`src/rtl/aes_pkg.sv`:
```
// Package: AES constants, S-box and round helper functions.
package aes_pkg;
	localparam int StoreDepth = 60;

	localparam logic [1:0] KS128 = 2'd0;
	localparam logic [1:0] KS192 = 2'd1;

	localparam logic [2:0] RegKeySize = 3'd0;
	localparam logic [2:0] RegKey0 = 3'd1;
	localparam logic [2:0] RegKey1 = 3'd2;
	localparam logic [2:0] RegKey2 = 3'd3;
	localparam logic [2:0] RegKey3 = 3'd4;

	typedef struct packed {
		logic       start;
		logic [1:0] key_size;
	} kx_ctl_t;

	typedef struct packed {
		logic busy;
		logic done;
	} kx_sts_t;

	function automatic logic [7:0] sbox(input logic [7:0] x);
		logic [7:0] t [256];
		t = '{
		8'h63,8'h7c,8'h77,8'h7b,8'hf2,8'h6b,8'h6f,8'hc5,8'h30,8'h01,8'h67,8'h2b,8'hfe,8'hd7,8'hab,8'h76,
		8'hca,8'h82,8'hc9,8'h7d,8'hfa,8'h59,8'h47,8'hf0,8'had,8'hd4,8'ha2,8'haf,8'h9c,8'ha4,8'h72,8'hc0,
		8'hb7,8'hfd,8'h93,8'h26,8'h36,8'h3f,8'hf7,8'hcc,8'h34,8'ha5,8'he5,8'hf1,8'h71,8'hd8,8'h31,8'h15,
		8'h04,8'hc7,8'h23,8'hc3,8'h18,8'h96,8'h05,8'h9a,8'h07,8'h12,8'h80,8'he2,8'heb,8'h27,8'hb2,8'h75,
		8'h09,8'h83,8'h2c,8'h1a,8'h1b,8'h6e,8'h5a,8'ha0,8'h52,8'h3b,8'hd6,8'hb3,8'h29,8'he3,8'h2f,8'h84,
		8'h53,8'hd1,8'h00,8'hed,8'h20,8'hfc,8'hb1,8'h5b,8'h6a,8'hcb,8'hbe,8'h39,8'h4a,8'h4c,8'h58,8'hcf,
		8'hd0,8'hef,8'haa,8'hfb,8'h43,8'h4d,8'h33,8'h85,8'h45,8'hf9,8'h02,8'h7f,8'h50,8'h3c,8'h9f,8'ha8,
		8'h51,8'ha3,8'h40,8'h8f,8'h92,8'h9d,8'h38,8'hf5,8'hbc,8'hb6,8'hda,8'h21,8'h10,8'hff,8'hf3,8'hd2,
		8'hcd,8'h0c,8'h13,8'hec,8'h5f,8'h97,8'h44,8'h17,8'hc4,8'ha7,8'h7e,8'h3d,8'h64,8'h5d,8'h19,8'h73,
		8'h60,8'h81,8'h4f,8'hdc,8'h22,8'h2a,8'h90,8'h88,8'h46,8'hee,8'hb8,8'h14,8'hde,8'h5e,8'h0b,8'hdb,
		8'he0,8'h32,8'h3a,8'h0a,8'h49,8'h06,8'h24,8'h5c,8'hc2,8'hd3,8'hac,8'h62,8'h91,8'h95,8'he4,8'h79,
		8'he7,8'hc8,8'h37,8'h6d,8'h8d,8'hd5,8'h4e,8'ha9,8'h6c,8'h56,8'hf4,8'hea,8'h65,8'h7a,8'hae,8'h08,
		8'hba,8'h78,8'h25,8'h2e,8'h1c,8'ha6,8'hb4,8'hc6,8'he8,8'hdd,8'h74,8'h1f,8'h4b,8'hbd,8'h8b,8'h8a,
		8'h70,8'h3e,8'hb5,8'h66,8'h48,8'h03,8'hf6,8'h0e,8'h61,8'h35,8'h57,8'hb9,8'h86,8'hc1,8'h1d,8'h9e,
		8'he1,8'hf8,8'h98,8'h11,8'h69,8'hd9,8'h8e,8'h94,8'h9b,8'h1e,8'h87,8'he9,8'hce,8'h55,8'h28,8'hdf,
		8'h8c,8'ha1,8'h89,8'h0d,8'hbf,8'he6,8'h42,8'h68,8'h41,8'h99,8'h2d,8'h0f,8'hb0,8'h54,8'hbb,8'h16};
		return t[x];
	endfunction

	function automatic logic [31:0] sub_word(input logic [31:0] w);
		return {sbox(w[31:24]), sbox(w[23:16]), sbox(w[15:8]), sbox(w[7:0])};
	endfunction

	function automatic logic [7:0] xtime(input logic [7:0] x);
		return {x[6:0], 1'b0} ^ (x[7] ? 8'h1b : 8'h00);
	endfunction

	// state as 128 bits, byte 0 in [127:120], column c = bytes 4c..4c+3
	function automatic logic [127:0] sub_shift(input logic [127:0] s);
		logic [127:0] t;
		for (int c = 0; c < 4; c++)
			for (int r = 0; r < 4; r++)
				t[127 - 8*(4*c + r) -: 8] = sbox(s[127 - 8*(4*((c + r) % 4) + r) -: 8]);
		return t;
	endfunction

	function automatic logic [127:0] mix_cols(input logic [127:0] s);
		logic [127:0] t;
		logic [7:0] a0, a1, a2, a3, al;
		for (int c = 0; c < 4; c++) begin
			a0 = s[127 - 32*c -: 8];
			a1 = s[119 - 32*c -: 8];
			a2 = s[111 - 32*c -: 8];
			a3 = s[103 - 32*c -: 8];
			al = a0 ^ a1 ^ a2 ^ a3;
			t[127 - 32*c -: 8] = a0 ^ al ^ xtime(a0 ^ a1);
			t[119 - 32*c -: 8] = a1 ^ al ^ xtime(a1 ^ a2);
			t[111 - 32*c -: 8] = a2 ^ al ^ xtime(a2 ^ a3);
			t[103 - 32*c -: 8] = a3 ^ al ^ xtime(a3 ^ a0);
		end
		return t;
	endfunction
endpackage

```
`src/rtl/aes_rk_ram.sv`:
```
// Round-key store: 15 rows of four words for round reads, plus a word-wide copy for expansion.
module aes_rk_ram (
	input  logic        clk,
	input  logic        we,
	input  logic [5:0]  waddr,
	input  logic [31:0] wdata,
	input  logic [3:0]  rrow,
	output logic [127:0] rdata,
	input  logic [5:0]  raddr2,
	output logic [31:0] rdata2
);
	// wide copy for round reads, narrow copy for the expansion feedback
	logic [127:0] mem [15];
	logic [31:0]  mem2 [aes_pkg::StoreDepth];

	always_ff @(posedge clk) begin
		if (we) begin
			unique case (waddr[1:0])
				2'd0: mem[waddr[5:2]][127:96] <= wdata;
				2'd1: mem[waddr[5:2]][95:64] <= wdata;
				2'd2: mem[waddr[5:2]][63:32] <= wdata;
				default: mem[waddr[5:2]][31:0] <= wdata;
			endcase
			mem2[waddr] <= wdata;
		end
		rdata <= mem[rrow];
		rdata2 <= mem2[raddr2];
	end
endmodule

```
`config.mk`:
```
export PLATFORM = sky130hd
export DESIGN_NAME = aes_rk_ram
export DESIGN_NICKNAME = d
export VERILOG_FILES = /design/src/rtl/aes_pkg.sv /design/src/rtl/aes_rk_ram.sv
export SDC_FILE = /design/constraint.sdc
export NUM_CORES = 2
export LEC_CHECK = 0
export BUFFER_PORTS_ARGS = -buffer_cell sky130_fd_sc_hd__buf_2
export CAP_MARGIN = 20
export CORE_MARGIN = 2
export CORE_UTILIZATION = 60
export DETAILED_ROUTE_END_ITERATION = 12
export PLACE_DENSITY_LB_ADDON = 0.25
export SKIP_LAST_GASP = 1
export SLEW_MARGIN = 10
export SYNTH_ARGS = -nofsm -noshare
export SYNTH_HDL_FRONTEND = slang
export SYNTH_SLANG_ARGS = --single-unit
```
`constraint.sdc`:
```
create_clock -name clk -period 6.05 [get_ports clk]
set_input_delay 1.815 -clock clk [delete_from_list [all_inputs] [get_ports clk]]
set_output_delay 1.815 -clock clk [all_outputs]
set_load 0.05 [all_outputs]
```
==> summary.txt <==
Status
  – Outcome: finished, final reports clean

Power and ir drop
  – Total power: between 0.05 and 0.06 W
  – Pleak: 53.8 nW
  – Peak VDD IR: 415 uV
  – Pwr dens: 343 nW/um^2

Critical path
  – CP max stage delay: 0.69 ns
  – Crit path cell chain: buf_8, buf_12, buf_4, mux4_2, a22oi_1, nand2_1, a211oi_1, a21oi_1
  – Crit path kind: input port to flop
  – CP top delay family: buffers and inverters
  – Slowest cell on the critical path: a211oi_1
  – Worst path depth: 8
  – Reg-to-reg critical path endpoint: rdata2[22]$_DFF_P_
  – Crit start category: input port
  – Req. time, crit path: 6.83 ns
  – Worst Setup EP: rdata2[12]$_DFF_P_
  – Element type at the critical path end: flop
  – R2R Setup Slk: roughly 3.5 ns
  – CP bufs+invs: 3
  – Crit-path max FO: between 40 and 50
  – R2r startpoint: mem2[8][22]$_DFFE_PP_
  – Worst reg-to-reg path cell count: 5
  – Critical path arrival: 4.77 ns
  – CP Launch Point: raddr2[0]

Layout
  – Final net count: 7166
  – Share of cells above drive strength 1: 29.3%
  – Most common cell after layout, fill and taps aside: edfxtp_1
  – Area grow syn2layout: 13.5%
  – Final Util: 68.7%
  – Most frequent cells in the layout: edfxtp_1 (3840), mux4_2 (904), clkbuf_16 (402)
  – Final cell count without fillers: between 10000 and 15000

Clock tree
  – CTS Hold Buffers Added: 0
  – H-tree depth: 5
  – CTS max path bufs: 4
  – Cts repair resizes: 0
  – CTS tree: done
  – Worst-Skew Late Latency: 0.99 ns
  – Clock slew at reported path FFs: 0.06 ns
  – CTS root buffer: clkbuf_16
  – Clk sink count: 4000
  – # Post-CTS Setup Buffers: 0
  – CTS buffer count: 397

STA
  – Actual slew at the worst max-slew pin: 1.19 ns
  – Max frequency: 251 MHz
  – Setup Skew: about 0.06 ns
  – Total negative slack: 0 ns
  – Worst slew margin: 20.4%
  – Final number of hold-violating endpoints: 0
  – RSZ-0062 raised after global routing: false
  – Period utilization: 65.9%
  – Setup Viol. Count Final: 0
  – WHS: 0.665 ns
  – Final slew viol count: 0
  – Fin crit period: 3.98 ns

Floorplan
  – I/O pin cnt: between 200 and 250
  – Core Area: 246000 um^2
  – DIE AREA: 252000 um^2
  – Site Rows: 182
  – Die Wd: approximately 500 um
  – Die height: 502 um
  – Initial cell density of the core: 60.5%

Routing
  – Post-route ant nets: 0
  – Routed vias/inst: between 6 and 7
  – Total routed wirelength: between 300 and 400 mm
  – DR iter-0 viols: about 11000
  – DR vias: 72500
  – Drt pass-1 iters: 6
  – # DRC: 0
  – Drt wl/cell: 34.1 um

Yosys
  – Yosys warning count: 0
  – Post-synthesis xor/xnor area fraction: 0%
  – Multiplexer area fraction after synthesis: 15.4%
  – Post-Synth Adder-Cell Area: 0%
  – Mapped Cells: between 6000 and 7000
  – Syn Area/Cell: 22.7 um^2
  – Yosys reg bits: 4000
  – Syn Std Cell Area: 149000 um^2
  – Sequential-to-total area share from yosys stat: 79.5%
  – Main combinational cell family by area after synthesis: multiplexers
  – Syn Nets: 6615
  – Compound-Gate Fraction of Synth Area: 2.88%
  – Synth Area in Simple Gates: 0.977%
  – Yosys cell types: 31

Placed design
  – Final GP Congestion: a little over 0.8
  – Buffers on Ports: ~210
  – DP HPWL: 205 mm
  – Placed Cells: roughly 10000

Global route
  – Pin count of the biggest net entering global routing: about 120
  – Global-route wire length before repair: 524 mm
  – GRT overflow: 0
  – Number of global-route vias before repair: approximately 72000
  – GRT Total Usage: 29.3%
  – Initial antenna violation count: 26

Job
  – Maxcap violations: 0

Worst hold path
  – Hold crit path type: flop to flop
metal layers:
metal | part of all wire, % | GRT usage (%) | up-vias
li1 | - | - | 28900
met1 | 37 | 42.4 | 38300
met2 | 49 | 46.4 | 4573
met3 | 11 | 5.08 | 685
met4 | 3.6 | 9.60 | 10
met5 | 0.017 | 0 | -
logic make-up (layout without fill, tap and decap cells):
family | after synthesis | after routing
flip-flops | 4000 | 4000
multiplexers | 1161 | 1161
AO/OA/AOI/OAI | 678 | 678
buffers and inverters | 379 | 1249
AND/OR/NAND/NOR | 347 | 347
other | 0 | 6
flip-flops by register name, summed over array words and instances (netlist names):
| register | flops |
|---|---|
| mem2 | 1920 |
| mem | 1920 |
| rdata | 128 |
| rdata2 | 32 |
cell type report:
cell class                 instances  area, um^2
antenna                            6        15.0
clock buffer                     502       10700
clock inverter                   216        2010
fill                           14600       77200
inverter                           2        7.51
multi-input combinational       2186       29700
sequential                      4000      119000
tap                             3312        4140
timing repair buffer             529        4140
report_power, final:
part / total (W) / switching (W) / internal, W
sequential: 0.0308 / 0.000166 / 0.0306
clock: 0.0241 / 0.0100 / 0.0141
combinational: 0.00320 / 0.00217 / 0.00103
stage by stage:
step / setup slack (ns) / cell area [um^2]
after CTS: 2.10 / 169000
final: 2.07 / 169000
after detailed placement: 1.10 / 156000
after global routing: 2.03 / 169000
after global placement: 1.11 / 156000
after floorplan: 0.813 / 149000
tightest hold or removal path, cell delays in order, from the launching register on:
cell and delay, ns:
edfxtp_1 0.32, nand2_1 0.05, o21ai_0 0.05, mux4_2 0.21
synth_stat cells:
library cell | count | share of area [%]
nand2b_1 | 2 | 0.0084
a2bb2oi_1 | 1 | 0.0059
o21ai_0 | 190 | 0.64
nand3b_1 | 3 | 0.015
mux4_2 | 904 | 14
buf_6 | 20 | 0.15
nor2_1 | 104 | 0.26
nor2b_1 | 33 | 0.14
nand2_1 | 170 | 0.43
nand3_1 | 5 | 0.017
a221oi_1 | 31 | 0.18
a22oi_1 | 126 | 0.63
o211ai_1 | 27 | 0.14
buf_1 | 32 | 0.081
a22o_1 | 63 | 0.37
buf_4 | 29 | 0.15
or3b_2 | 1 | 0.0059
and2_1 | 3 | 0.013
edfxtp_1 | 3840 | 77
mux2_2 | 65 | 0.49
nand4b_1 | 1 | 0.0059
a21oi_1 | 181 | 0.61
a211oi_2 | 3 | 0.025
dfxtp_1 | 160 | 2.1
buf_2 | 96 | 0.32
inv_1 | 2 | 0.0050
mux2i_1 | 192 | 1.3
nor3_1 | 25 | 0.084
a211oi_1 | 54 | 0.27
clkbuf_1 | 200 | 0.50
a31oi_1 | 2 | 0.0084
how the worst min path moves through the flow:
stage | end | start | slack, ns | cells after the start
6_report | rdata[114]$_DFF_P_ | mem[14][114]$_DFFE_PP_ | 0.66 | 3
5_1_grt | rdata[91]$_DFF_P_ | mem[14][91]$_DFFE_PP_ | 0.70 | 3
4_1_cts | rdata[91]$_DFF_P_ | mem[14][91]$_DFFE_PP_ | 0.67 | 3
3_5_place_dp | rdata[112]$_DFF_P_ | mem[14][112]$_DFFE_PP_ | 0.65 | 3
3_3_place_gp | rdata[62]$_DFF_P_ | mem[14][62]$_DFFE_PP_ | 0.65 | 3
2_1_floorplan | rdata[0]$_DFF_P_ | mem[14][0]$_DFFE_PP_ | 0.63 | 3
(Power assumes the default switching activity.)
